--- config.mk ---
export PLATFORM = sky130hd
export DESIGN_NAME = byte_range_block_splitter
export DESIGN_NICKNAME = d
export VERILOG_FILES = /design/src/sv/brbs_pkg.sv /design/src/sv/brbs_div.sv /design/src/sv/brbs_front.sv /design/src/sv/brbs_fifo.sv /design/src/sv/brbs_back.sv /design/src/sv/byte_range_block_splitter.sv
export VERILOG_INCLUDE_DIRS = /design/src /design/src/sv
export SDC_FILE = /design/constraint.sdc
export NUM_CORES = 2
export LEC_CHECK = 0
export ABC_CLOCK_PERIOD_IN_PS = 24600
export BUFFER_PORTS_ARGS = -buffer_cell sky130_fd_sc_hd__buf_2
export CORE_MARGIN = 1
export CORE_UTILIZATION = 55
export CTS_CLUSTER_DIAMETER = 30
export CTS_CLUSTER_SIZE = 12
export DETAILED_ROUTE_END_ITERATION = 16
export GPL_TIMING_DRIVEN = 1
export PLACE_DENSITY = 0.72
export SETUP_SLACK_MARGIN = 0.3
export SLEW_MARGIN = 10
export SYNTH_ARGS = -nofsm -noshare
export SYNTH_HDL_FRONTEND = slang
export SYNTH_HIERARCHICAL = 1
export SYNTH_SLANG_ARGS = --single-unit
--- constraint.sdc ---
create_clock -name clk -period 24.6 [get_ports clk]
set_clock_uncertainty 0.1 [all_clocks]
set_input_delay 7.38 -clock clk [delete_from_list [all_inputs] [get_ports clk]]
set_output_delay 7.38 -clock clk [all_outputs]
set_load 0.005 [all_outputs]
--- src/sv/byte_range_block_splitter_defines.svh ---
// Assertion macros for the splitter RTL, included by brbs_back.
// Both expect clk and rst_n in scope.
`ifndef BYTE_RANGE_BLOCK_SPLITTER_DEFINES_SVH
`define BYTE_RANGE_BLOCK_SPLITTER_DEFINES_SVH

// Same-cycle implication
`define BRBS_ASSERT_IMPL(lbl, ante, cons, msg) \
  lbl: assert property (@(posedge clk) disable iff (!rst_n) (ante) |-> (cons)) \
    else $error(msg);

// Next-cycle implication
`define BRBS_ASSERT_NEXT(lbl, ante, cons, msg) \
  lbl: assert property (@(posedge clk) disable iff (!rst_n) (ante) |=> (cons)) \
    else $error(msg);

`endif

--- src/sv/brbs_pkg.sv ---
`default_nettype none
package brbs_pkg;

  localparam int BS_MAX    = 65536;
  localparam int DIV_STEPS = 49;
  localparam int CNT_W     = $clog2(DIV_STEPS);
  localparam int Q_DEPTH   = 2;
  localparam int Q_PTR_W   = $clog2(Q_DEPTH);
  localparam int Q_CNT_W   = $clog2(Q_DEPTH + 1);

  typedef enum logic [1:0] {
    KIND_READ   = 2'd0,
    KIND_WRITE  = 2'd1,
    KIND_REJECT = 2'd2
  } kind_t;

  typedef enum logic [1:0] {
    CFG_BLOCK_BYTES = 2'd0,
    CFG_BLOCK_TOTAL = 2'd1,
    CFG_BASE_LBA    = 2'd2,
    CFG_WRITABLE    = 2'd3
  } cfg_idx_t;

  typedef enum logic [1:0] {
    F_IDLE = 2'd0,
    F_DIV  = 2'd1,
    F_PUSH = 2'd2
  } front_state_t;

  // Command slots of one request, in issue order
  typedef enum logic [2:0] {
    SLOT_FIRST_RD = 3'd0,
    SLOT_FIRST_WR = 3'd1,
    SLOT_MID      = 3'd2,
    SLOT_LAST_RD  = 3'd3,
    SLOT_LAST_WR  = 3'd4
  } slot_t;

  typedef struct packed {
    logic [16:0] block_bytes;
    logic [31:0] block_total;
    logic [47:0] base_lba;
    logic        writable;
  } cfg_t;

  // Classified request handed from front to back
  typedef struct packed {
    logic        rej;
    logic        cmd;
    logic        has_first;
    logic        has_mid;
    logic        has_last;
    logic [47:0] head_lba;
    logic [15:0] head_off;
    logic [15:0] head_len;
    logic [47:0] mid_lba;
    logic [31:0] mid_cnt;
    logic [47:0] tail_lba;
    logic [15:0] tail_len;
    logic [47:0] last_buf;
  } entry_t;

endpackage
`default_nettype wire

--- src/sv/brbs_div.sv ---
`default_nettype none
// Two-lane restoring divider, one quotient bit per cycle, shared divisor
module brbs_div (
  input  wire logic        clk,
  input  wire logic        rst_n,
  input  wire logic        start,
  input  wire logic [16:0] divisor,
  input  wire logic [48:0] dvd_a,
  input  wire logic [48:0] dvd_b,
  output logic             done,
  output logic [48:0]      quo_a,
  output logic [16:0]      rem_a,
  output logic [48:0]      quo_b,
  output logic [16:0]      rem_b
);
  import brbs_pkg::*;

  logic             busy_r;
  logic             done_r;
  logic [CNT_W-1:0] cnt_r;
  logic [16:0]      div_r;
  logic [48:0]      qa_r, qb_r;
  logic [16:0]      ra_r, rb_r;

  logic [17:0] tmp_a, tmp_b;
  logic        ge_a, ge_b;
  logic [16:0] ra_nxt, rb_nxt;

  // Trial subtract per lane
  always_comb begin
    tmp_a  = {ra_r, qa_r[48]};
    tmp_b  = {rb_r, qb_r[48]};
    ge_a   = tmp_a >= {1'b0, div_r};
    ge_b   = tmp_b >= {1'b0, div_r};
    ra_nxt = ge_a ? 17'(tmp_a - {1'b0, div_r}) : tmp_a[16:0];
    rb_nxt = ge_b ? 17'(tmp_b - {1'b0, div_r}) : tmp_b[16:0];
  end

  // Control
  always_ff @(posedge clk) begin
    if (!rst_n) begin
      busy_r <= 1'b0;
      done_r <= 1'b0;
      cnt_r  <= '0;
    end else begin
      done_r <= 1'b0;
      if (start) begin
        busy_r <= 1'b1;
        cnt_r  <= CNT_W'(DIV_STEPS - 1);
      end else if (busy_r) begin
        if (cnt_r == '0) begin
          busy_r <= 1'b0;
          done_r <= 1'b1;
        end else begin
          cnt_r <= cnt_r - 1'b1;
        end
      end
    end
  end

  // Datapath
  always_ff @(posedge clk) begin
    if (start) begin
      div_r <= divisor;
      qa_r  <= dvd_a;
      qb_r  <= dvd_b;
      ra_r  <= '0;
      rb_r  <= '0;
    end else if (busy_r) begin
      qa_r <= {qa_r[47:0], ge_a};
      qb_r <= {qb_r[47:0], ge_b};
      ra_r <= ra_nxt;
      rb_r <= rb_nxt;
    end
  end

  assign done  = done_r;
  assign quo_a = qa_r;
  assign rem_a = ra_r;
  assign quo_b = qb_r;
  assign rem_b = rb_r;

endmodule
`default_nettype wire

--- src/sv/brbs_front.sv ---
`default_nettype none
// Accepts requests, checks range, divides start and end by block size
module brbs_front (
  input  wire logic            clk,
  input  wire logic            rst_n,
  input  wire logic            in_tvalid,
  output logic                 in_tready,
  input  wire logic [95:0]     in_tdata,   // byte_offset[47:0], byte_length[95:48]
  input  wire logic [0:0]      in_tuser,   // command[0]
  input  wire brbs_pkg::cfg_t  cfg,
  input  wire logic            q_full,
  output logic                 q_push,
  output brbs_pkg::entry_t     q_wdata
);
  import brbs_pkg::*;

  front_state_t state_r, state_nxt;

  logic        hold_v_r;
  logic        hold_cmd_r;
  logic [47:0] hold_off_r, hold_len_r;
  logic [48:0] cap_r;
  logic [16:0] bs_r;
  logic        job_cmd_r;
  logic [47:0] job_len_r;
  logic [16:0] job_bs_r;

  logic        consume, start;
  logic [48:0] end_w;
  logic        rej;
  logic [16:0] bs_clamp;

  logic        div_done;
  logic [48:0] quo_a, quo_b;
  logic [16:0] rem_a, rem_b;

  logic        r0nz, rest;
  logic [48:0] mid49;
  logic [15:0] head_len;
  logic [31:0] mid_cnt;
  entry_t      done_e;

  // Capacity is registered from config and follows it in the next cycle
  always_comb begin
    bs_clamp = (cfg.block_bytes > 17'(BS_MAX)) ? 17'(BS_MAX) : cfg.block_bytes;
  end

  always_ff @(posedge clk) begin
    bs_r  <= bs_clamp;
    cap_r <= 49'(cfg.block_total * bs_clamp);
  end

  // Input holding stage
  assign in_tready = !hold_v_r;

  always_ff @(posedge clk) begin
    if (!rst_n) begin
      hold_v_r <= 1'b0;
    end else if (in_tvalid && in_tready) begin
      hold_v_r <= 1'b1;
    end else if (consume) begin
      hold_v_r <= 1'b0;
    end
  end

  always_ff @(posedge clk) begin
    if (in_tvalid && in_tready) begin
      hold_cmd_r <= in_tuser[0];
      hold_off_r <= in_tdata[47:0];
      hold_len_r <= in_tdata[95:48];
    end
  end

  // Range check
  always_comb begin
    end_w = {1'b0, hold_off_r} + {1'b0, hold_len_r};
    rej   = (hold_len_r == '0) || (hold_cmd_r && !cfg.writable) ||
            ({1'b0, hold_off_r} >= cap_r) || (end_w > cap_r);
  end

  // Classify from quotients and remainders
  always_comb begin
    r0nz      = rem_a != '0;
    mid49     = {1'b0, quo_a[47:0]} + {48'b0, r0nz};
    rest      = (quo_b > mid49) || (r0nz && quo_b == mid49 && rem_b[15:0] != '0);
    head_len  = rest ? (r0nz ? 16'(job_bs_r - rem_a) : 16'd0) : job_len_r[15:0];
    mid_cnt   = 32'(quo_b - mid49);
    done_e           = '0;
    done_e.cmd       = job_cmd_r;
    done_e.has_first = head_len != '0;
    done_e.has_mid   = rest && mid_cnt != '0;
    done_e.has_last  = rest && rem_b[15:0] != '0;
    done_e.head_lba  = quo_a[47:0];
    done_e.head_off  = rem_a[15:0];
    done_e.head_len  = head_len;
    done_e.mid_lba   = mid49[47:0];
    done_e.mid_cnt   = mid_cnt;
    done_e.tail_lba  = quo_b[47:0];
    done_e.tail_len  = rem_b[15:0];
    done_e.last_buf  = job_len_r - {32'b0, rem_b[15:0]};
  end

  // Sequencer
  always_ff @(posedge clk) begin
    if (!rst_n) begin
      state_r <= F_IDLE;
    end else begin
      state_r <= state_nxt;
    end
  end

  always_comb begin
    state_nxt   = state_r;
    consume     = 1'b0;
    start       = 1'b0;
    q_push      = 1'b0;
    q_wdata     = done_e;
    unique case (state_r)
      F_IDLE: begin
        if (hold_v_r) begin
          if (rej) begin
            q_wdata     = '0;
            q_wdata.rej = 1'b1;
            if (!q_full) begin
              q_push  = 1'b1;
              consume = 1'b1;
            end
          end else begin
            start     = 1'b1;
            consume   = 1'b1;
            state_nxt = F_DIV;
          end
        end
      end
      F_DIV: begin
        if (div_done) state_nxt = F_PUSH;
      end
      F_PUSH: begin
        if (!q_full) begin
          q_push    = 1'b1;
          state_nxt = F_IDLE;
        end
      end
      default: state_nxt = F_IDLE;
    endcase
  end

  always_ff @(posedge clk) begin
    if (start) begin
      job_cmd_r <= hold_cmd_r;
      job_len_r <= hold_len_r;
      job_bs_r  <= bs_r;
    end
  end

  brbs_div u_div (
    .clk     (clk),
    .rst_n   (rst_n),
    .start   (start),
    .divisor (bs_r),
    .dvd_a   ({1'b0, hold_off_r}),
    .dvd_b   (end_w),
    .done    (div_done),
    .quo_a   (quo_a),
    .rem_a   (rem_a),
    .quo_b   (quo_b),
    .rem_b   (rem_b)
  );

endmodule
`default_nettype wire

--- src/sv/brbs_fifo.sv ---
`default_nettype none
// Short queue of classified requests between front and back
module brbs_fifo (
  input  wire logic              clk,
  input  wire logic              rst_n,
  input  wire logic              push,
  input  wire brbs_pkg::entry_t  wdata,
  output logic                   full,
  input  wire logic              pop,
  output logic                   valid,
  output brbs_pkg::entry_t       rdata
);
  import brbs_pkg::*;

  entry_t               mem_r [Q_DEPTH];
  logic [Q_PTR_W-1:0]   wr_ptr_r, rd_ptr_r;
  logic [Q_CNT_W-1:0]   cnt_r;

  assign full  = cnt_r == Q_CNT_W'(Q_DEPTH);
  assign valid = cnt_r != '0;
  assign rdata = mem_r[rd_ptr_r];

  // Pointers and fill level
  always_ff @(posedge clk) begin
    if (!rst_n) begin
      wr_ptr_r <= '0;
      rd_ptr_r <= '0;
      cnt_r    <= '0;
    end else begin
      if (push) wr_ptr_r <= wr_ptr_r + 1'b1;
      if (pop)  rd_ptr_r <= rd_ptr_r + 1'b1;
      if (push && !pop)      cnt_r <= cnt_r + 1'b1;
      else if (pop && !push) cnt_r <= cnt_r - 1'b1;
    end
  end

  always_ff @(posedge clk) begin
    if (push) mem_r[wr_ptr_r] <= wdata;
  end

endmodule
`default_nettype wire

--- src/sv/brbs_back.sv ---
`default_nettype none
`include "byte_range_block_splitter_defines.svh"
// Walks each queued request through its block commands, one per cycle unless out_tready stalls
module brbs_back (
  input  wire logic              clk,
  input  wire logic              rst_n,
  input  wire logic              q_valid,
  input  wire brbs_pkg::entry_t  q_rdata,
  output logic                   q_pop,
  input  wire logic [47:0]       base_lba,
  output logic                   out_tvalid,
  input  wire logic              out_tready,
  output logic [167:0]           out_tdata,  // lba, block_count, block_offset,
                                             // piece_length, buffer_offset
  output logic [1:0]             out_tuser,  // kind[1:0]
  output logic                   out_tlast
);
  import brbs_pkg::*;

  logic [2:0]  slot_r;
  logic        out_valid_r;
  kind_t       out_kind_r;
  logic [48:0] out_lba_r;
  logic [31:0] out_cnt_r;
  logic [15:0] out_boff_r, out_plen_r;
  logic [47:0] out_buf_r;
  logic        out_last_r;

  logic [4:0]  mask, avail, low;
  logic [2:0]  sel;
  logic        more, is_last, load;
  kind_t       r_kind;
  logic [48:0] r_lba;
  logic [31:0] r_cnt;
  logic [15:0] r_boff, r_plen;
  logic [47:0] r_buf;
  kind_t       cmd_kind;

  // Pick the next present slot at or after the current one
  always_comb begin
    mask = {q_rdata.has_last & q_rdata.cmd, q_rdata.has_last, q_rdata.has_mid,
            q_rdata.has_first & q_rdata.cmd, q_rdata.has_first};
    for (int i = 0; i < 5; i++) begin
      avail[i] = mask[i] && (3'(i) >= slot_r);
    end
    low  = avail & (~avail + 5'd1);
    sel  = '0;
    for (int i = 4; i >= 0; i--) begin
      if (low[i]) sel = 3'(i);
    end
    more    = (avail & ~low) != '0;
    is_last = q_rdata.rej || !more;
    load    = q_valid && (!out_valid_r || out_tready);
    q_pop   = load && is_last;
  end

  // Result fields of the selected command
  always_comb begin
    cmd_kind = q_rdata.cmd ? KIND_WRITE : KIND_READ;
    r_kind   = KIND_READ;
    r_lba    = '0;
    r_cnt    = 32'd1;
    r_boff   = '0;
    r_plen   = '0;
    r_buf    = '0;
    if (q_rdata.rej) begin
      r_kind = KIND_REJECT;
      r_cnt  = '0;
    end else begin
      unique case (sel)
        SLOT_FIRST_RD, SLOT_FIRST_WR: begin
          r_kind = (sel == SLOT_FIRST_WR) ? KIND_WRITE : KIND_READ;
          r_lba  = {1'b0, base_lba} + {1'b0, q_rdata.head_lba};
          r_boff = q_rdata.head_off;
          r_plen = q_rdata.head_len;
        end
        SLOT_MID: begin
          r_kind = cmd_kind;
          r_lba  = {1'b0, base_lba} + {1'b0, q_rdata.mid_lba};
          r_cnt  = q_rdata.mid_cnt;
          r_buf  = {32'b0, q_rdata.head_len};
        end
        SLOT_LAST_RD, SLOT_LAST_WR: begin
          r_kind = (sel == SLOT_LAST_WR) ? KIND_WRITE : KIND_READ;
          r_lba  = {1'b0, base_lba} + {1'b0, q_rdata.tail_lba};
          r_plen = q_rdata.tail_len;
          r_buf  = q_rdata.last_buf;
        end
        default: r_kind = KIND_READ;
      endcase
    end
  end

  // Slot counter and output register
  always_ff @(posedge clk) begin
    if (!rst_n) begin
      slot_r      <= SLOT_FIRST_RD;
      out_valid_r <= 1'b0;
    end else begin
      if (load) begin
        out_valid_r <= 1'b1;
        slot_r      <= is_last ? 3'(SLOT_FIRST_RD) : 3'(sel + 3'd1);
      end else if (out_tready) begin
        out_valid_r <= 1'b0;
      end
    end
  end

  always_ff @(posedge clk) begin
    if (load) begin
      out_kind_r <= r_kind;
      out_lba_r  <= r_lba;
      out_cnt_r  <= r_cnt;
      out_boff_r <= r_boff;
      out_plen_r <= r_plen;
      out_buf_r  <= r_buf;
      out_last_r <= is_last;
    end
  end

  assign out_tvalid = out_valid_r;
  assign out_tdata  = {7'b0, out_buf_r, out_plen_r, out_boff_r, out_cnt_r, out_lba_r};
  assign out_tuser  = out_kind_r;
  assign out_tlast  = out_last_r;

  `BRBS_ASSERT_IMPL(a_rej_last, out_valid_r && out_kind_r == KIND_REJECT, out_last_r,
    "reject transaction without last")
  `BRBS_ASSERT_IMPL(a_slot_held, slot_r != 3'(SLOT_FIRST_RD), q_valid,
    "request left the queue before its last command")
  `BRBS_ASSERT_IMPL(a_one_slot, load && !q_rdata.rej, $onehot(low),
    "queued request has no command to issue")

endmodule
`default_nettype wire

--- src/sv/byte_range_block_splitter.sv ---
// Requests are divided one at a time by the 49-step two-lane restoring
// divider in the front; the input holding stage can take the next request
// while a division runs. Commands leave one per cycle unless out_tready stalls.
// A queued request emits up to five commands back to back.
// Reset (rst_n, synchronous, active low) clears control state and
// restores config to block_bytes 512, other registers 0.
`default_nettype none
module byte_range_block_splitter (
  input  wire logic          clk,
  input  wire logic          rst_n,
  input  wire logic          in_tvalid,
  output logic               in_tready,
  input  wire logic [95:0]   in_tdata,   // byte_offset[47:0], byte_length[95:48]
  input  wire logic [0:0]    in_tuser,   // command[0]
  output logic               out_tvalid,
  input  wire logic          out_tready,
  output logic [167:0]       out_tdata,  // lba[48:0], block_count[80:49],
                                         // block_offset[96:81], piece_length[112:97],
                                         // buffer_offset[160:113]
  output logic [1:0]         out_tuser,  // kind[1:0]
  output logic               out_tlast,
  input  wire logic          cfg_valid,
  output logic               cfg_ready,
  input  wire logic [1:0]    cfg_index,
  input  wire logic [47:0]   cfg_data
);
  import brbs_pkg::*;

  cfg_t   cfg_r;
  logic   q_push, q_full, q_pop, q_valid;
  entry_t q_wdata, q_rdata;

  // Config registers
  assign cfg_ready = 1'b1;

  always_ff @(posedge clk) begin
    if (!rst_n) begin
      cfg_r.block_bytes <= 17'd512;
      cfg_r.block_total <= '0;
      cfg_r.base_lba    <= '0;
      cfg_r.writable    <= 1'b0;
    end else if (cfg_valid && cfg_ready) begin
      unique case (cfg_idx_t'(cfg_index))
        CFG_BLOCK_BYTES: cfg_r.block_bytes <= cfg_data[16:0];
        CFG_BLOCK_TOTAL: cfg_r.block_total <= cfg_data[31:0];
        CFG_BASE_LBA:    cfg_r.base_lba    <= cfg_data;
        CFG_WRITABLE:    cfg_r.writable    <= cfg_data[0];
        default:         cfg_r.writable    <= cfg_r.writable;
      endcase
    end
  end

  brbs_front u_front (
    .clk       (clk),
    .rst_n     (rst_n),
    .in_tvalid (in_tvalid),
    .in_tready (in_tready),
    .in_tdata  (in_tdata),
    .in_tuser  (in_tuser),
    .cfg       (cfg_r),
    .q_full    (q_full),
    .q_push    (q_push),
    .q_wdata   (q_wdata)
  );

  brbs_fifo u_fifo (
    .clk   (clk),
    .rst_n (rst_n),
    .push  (q_push),
    .wdata (q_wdata),
    .full  (q_full),
    .pop   (q_pop),
    .valid (q_valid),
    .rdata (q_rdata)
  );

  brbs_back u_back (
    .clk        (clk),
    .rst_n      (rst_n),
    .q_valid    (q_valid),
    .q_rdata    (q_rdata),
    .q_pop      (q_pop),
    .base_lba   (cfg_r.base_lba),
    .out_tvalid (out_tvalid),
    .out_tready (out_tready),
    .out_tdata  (out_tdata),
    .out_tuser  (out_tuser),
    .out_tlast  (out_tlast)
  );

endmodule
`default_nettype wire
==> results by stage <==
Floorplan:
- The total area inside the core boundary comes to between 100000 and 150000 µm².
- The area enclosed by the die boundary is around 140000 µm².
- The die boundary width is 380 µm.
- The I/O pin total is 326.
- The floorplan row count is between 100 and 150.
- The initial utilization of the core area, before any placement, comes to 0.554.
- From bottom edge to top edge, the die measures approximately 380 µm.

STA:
- For this run, the top clock speed supported by timing is around 110 MHz.
- In the finished design, the share of the clock period the worst path needs comes to 0.371.
- For the pin with the worst max-slew slack, the measured transition is 1310 ps.
- The number of max-slew violations in the final report is 0.
- The final worst setup slack is roughly 15000 ps.
- After routing, the total negative slack on setup checks comes to 0 ps.
- The normalized max-slew margin is 0.124.
- The smallest clock period supported by the final layout is computed as 9130 ps.
- Setup repair after global routing left no endpoint under its margin.
- Setup violations remaining at the end of the flow were counted as 0.
- The number of hold violations in the final report is 0.

Synthesis:
- A synthesized cell averages 11.3 µm².
- Synthesis inferred 1213 register bits.
- The count of mapped cells out of synthesis is 6960.
- The Yosys warning count is 6.
- The area share of the leading cell type in the synthesized netlist is 0.381.
- The cell accounting for the most synthesized area is edfxtp_1.
- In this run the cell area of the synthesized design comes to 78500 µm².
- The netlist uses just under 100 different library cells.
- By area the synthesized netlist is led by edfxtp_1, fa_1, ha_1, dfxtp_1, mux2_4.
- The top flip-flop cell by instance count after synthesis is edfxtp_1.
- In the synthesized netlist the async set-or-reset flop fraction comes to 0.
- The synthesized design contains 995 enable-type register cells.
- The share of the Yosys chip area taken by registers is 0.436.

Final layout:
- From synthesis to final layout, the design area changed by 14.7%.
- The number of nets in the layout is between 8000 and 9000.
- For this run, the number of standard cells in the final layout without fillers is around 9400.
- In the layout the commonest cells are edfxtp_1, nand2_1, inv_1, fa_1, ha_1.
- The layout cell share with drive strength beyond 1 is 0.168.
- The most common library cell in the layout ignoring fill and taps is edfxtp_1.
- The utilization after layout is 0.636.

Place:
- The worst slack at placement is roughly 15000 ps.
- The number of cells in the design after placement is approximately 9000.
- During placement, the flow inserted port buffers numbering between 300 and 400.
- Routability-driven placement finished with a final weighted congestion of roughly 0.97.
- The placed wire-length estimate is around 170 mm.

Global route:
- The first global-routing pass estimated about 340 mm of wire.
- The maximum number of pins on one net before global-route repair is 142.
- The sum of overflow across all layers after global routing is 0.
- The via count of the first global-routing pass is 56100.
- The initial antenna violation count was 14.
- Across every metal layer, demand over resource in global routing totals 0.314.

Power and ir drop:
- The design draws 9.12 mW.
- In this run the power spent charging and discharging nets is between 3 and 4 mW.
- Dividing total power by cell area gives a power density of slightly above 100 nW/µm².
- IR analysis of the VDD net gives a maximum drop of roughly 0.090 mV.
- Internal power comes to between 5 and 6 mW.
- The clock network power share is 0.356.
- The fraction of power spent switching nets is 0.357.
- The share of total power dissipated in combinational logic is 0.329.
- Summed over all cells, the static leakage comes to approximately 38 nW.
- Of the total power, registers draw 0.315.

Routing:
- Before antenna repair, the detailed router went through 6 iterations.
- The post-detailed-route via-to-cell ratio is roughly 6.
- In this run the remaining antenna-violating nets after routing total 0.
- The detailed-route via count is ~56000.
- The final routed DRC violation total is 0.
- The average routed wire per standard cell is 24.4 µm.
- The wire length reported by the detailed router is 229 mm.
- For this block, the initial DRC count from the detailed router was around 5700.

Setup path:
- The worst register-to-register path has a depth of 23.
- The sort of element at the end of the critical path is a primary output.
- The type of the setup path with the least slack is register to primary output.
- In this run the worst path has a maximum fanout of 6.
- The data arrival at the endpoint of the critical path is about 1700 ps.
- The startpoint class of the critical path is a register.
- The setup check on the worst reg-to-reg path leaves a slack of approximately 16000 ps.
- The required time at the worst-slack endpoint is ~17000 ps.

Clock tree:
- After clock tree synthesis, the clock-pin slew on the worst setup and hold paths is 50 ps.
- The H-tree was split into 4 levels.
- Gates resized during post-CTS repair numbered 0.
- Clock tree synthesis inserted a total of 230 buffers.
- The clock tree from TritonCTS is done.
- The clock passes through at most 3 buffers.
- For this design, the CTS-stage hold fixing added 0 buffers.
- CTS saw between 1000 and 1500 sinks.
- For the worst-skew pair, the clock arrives at the later sink with an insertion delay of just under 900 ps.
- The number of post-CTS setup repair buffers is 0.
- The root buffer cell chosen for the clock tree is clkbuf_16.

Job:
- Across the run, the number of max-cap violations was 0.

Hold path:
- The worst hold path belongs to the class register to register.
- The number of instances on the worst hold path is 0.

Run status:
- The run finished with clean final reports.
-- power by group through the flow --
stage	Combinational [mW]	Sequential, mW	Clock [mW]
floorplan	1.91	2.94	0
global placement	2.89	2.89	0
detailed placement	2.93	2.90	0
CTS	2.96	2.87	3.27
global route	3.19	2.90	3.37
finish	3.00	2.87	3.24
-- metal layers --
layer	track usage	routed length, µm	vias to the layer above	share of wire
met3	0.0614	20800	471	0.091
met2	0.482	103000	2725	0.45
met4	0.147	10700	8	0.047
met1	0.430	94900	27900	0.41
met5	0	53	-	0.00023
li1	-	-	24900	-
-- cell usage after synthesis, types with 62 or more instances --
master	instances
nor3_1	64
nand3_1	84
fa_1	456
mux2i_1	122
and3_1	145
nand4_1	66
mux2_4	230
o21ai_0	158
and2_1	353
a21o_1	143
nand2_1	758
ha_1	437
a22oi_1	66
clkbuf_1	209
nor2_1	382
inv_1	692
xor2_1	135
xnor2_1	142
dfxtp_1	218
nor2b_1	62
a21oi_1	252
mux2_2	145
edfxtp_1	995
-- critical path, stage by stage, from the launching register on --
cell and delay, ps:
dfxtp_1 560, inv_1 80, buf_2 130
-- path summary, 6_finish.rpt --
check / startpoint / end
hold / removal: u_front/bs_r[16] / u_front/u_div/div_r[16]
hold reg to reg: u_front/bs_r[16] / u_front/u_div/div_r[16]
setup / recovery: u_front/hold_v_r / in_tready
setup reg to reg: u_front/hold_len_r[2] / u_fifo/mem_r[0][96]
-- state kept, by name (all words and copies together), names as in the netlist, 3 cells and up, named ones only --
register             flops
u_front/u_div/quo_a     49
u_front/u_div/cnt_r      6
u_back/out_plen_r       16
u_front/u_div/div_r     17
u_fifo/mem_r           554
u_front/u_div/quo_b     49
u_back/slot_r            3
u_front/hold_len_r      48
u_front/u_div/rem_a     17
u_back/out_cnt_r        32
u_back/out_boff_r       16
cfg_r                   98
u_front/bs_r            17
u_front/job_len_r       48
u_back/out_buf_r        48
u_front/job_bs_r        16
u_front/u_div/rem_b     17
u_back/out_lba_r        49
u_front/hold_off_r      48
u_front/cap_r           49
-- stage by stage --
stage	instance area (µm²)	hold WS, ps
floorplan	78500	286
global placement	81800	301
detailed placement	81800	299
CTS	90000	310
global route	90000	315
finish	90100	310
-- cell families after synthesis --
group	synth area share
simple gates	0.132
mux	0.0803
fa+ha+maj	0.186
compound gates	0.0818
flops	0.436
other cells	0.000143
xor+xnor	0.0309
buf+inv	0.0526
-- area by class of cell --
class                           count  area [µm²]
Antenna cell                       15        37.5
Clock inverter                    182        2270
Inverter                          692        2600
Fill cell                       10900       51500
Tap cell                         1890        2360
Timing Repair Buffer              400        2240
Sequential cell                  1213       34200
Clock buffer                      258        5980
Multi-Input combinational cell   4751       40300
Note: power is estimated with default switching activity, not from simulation.
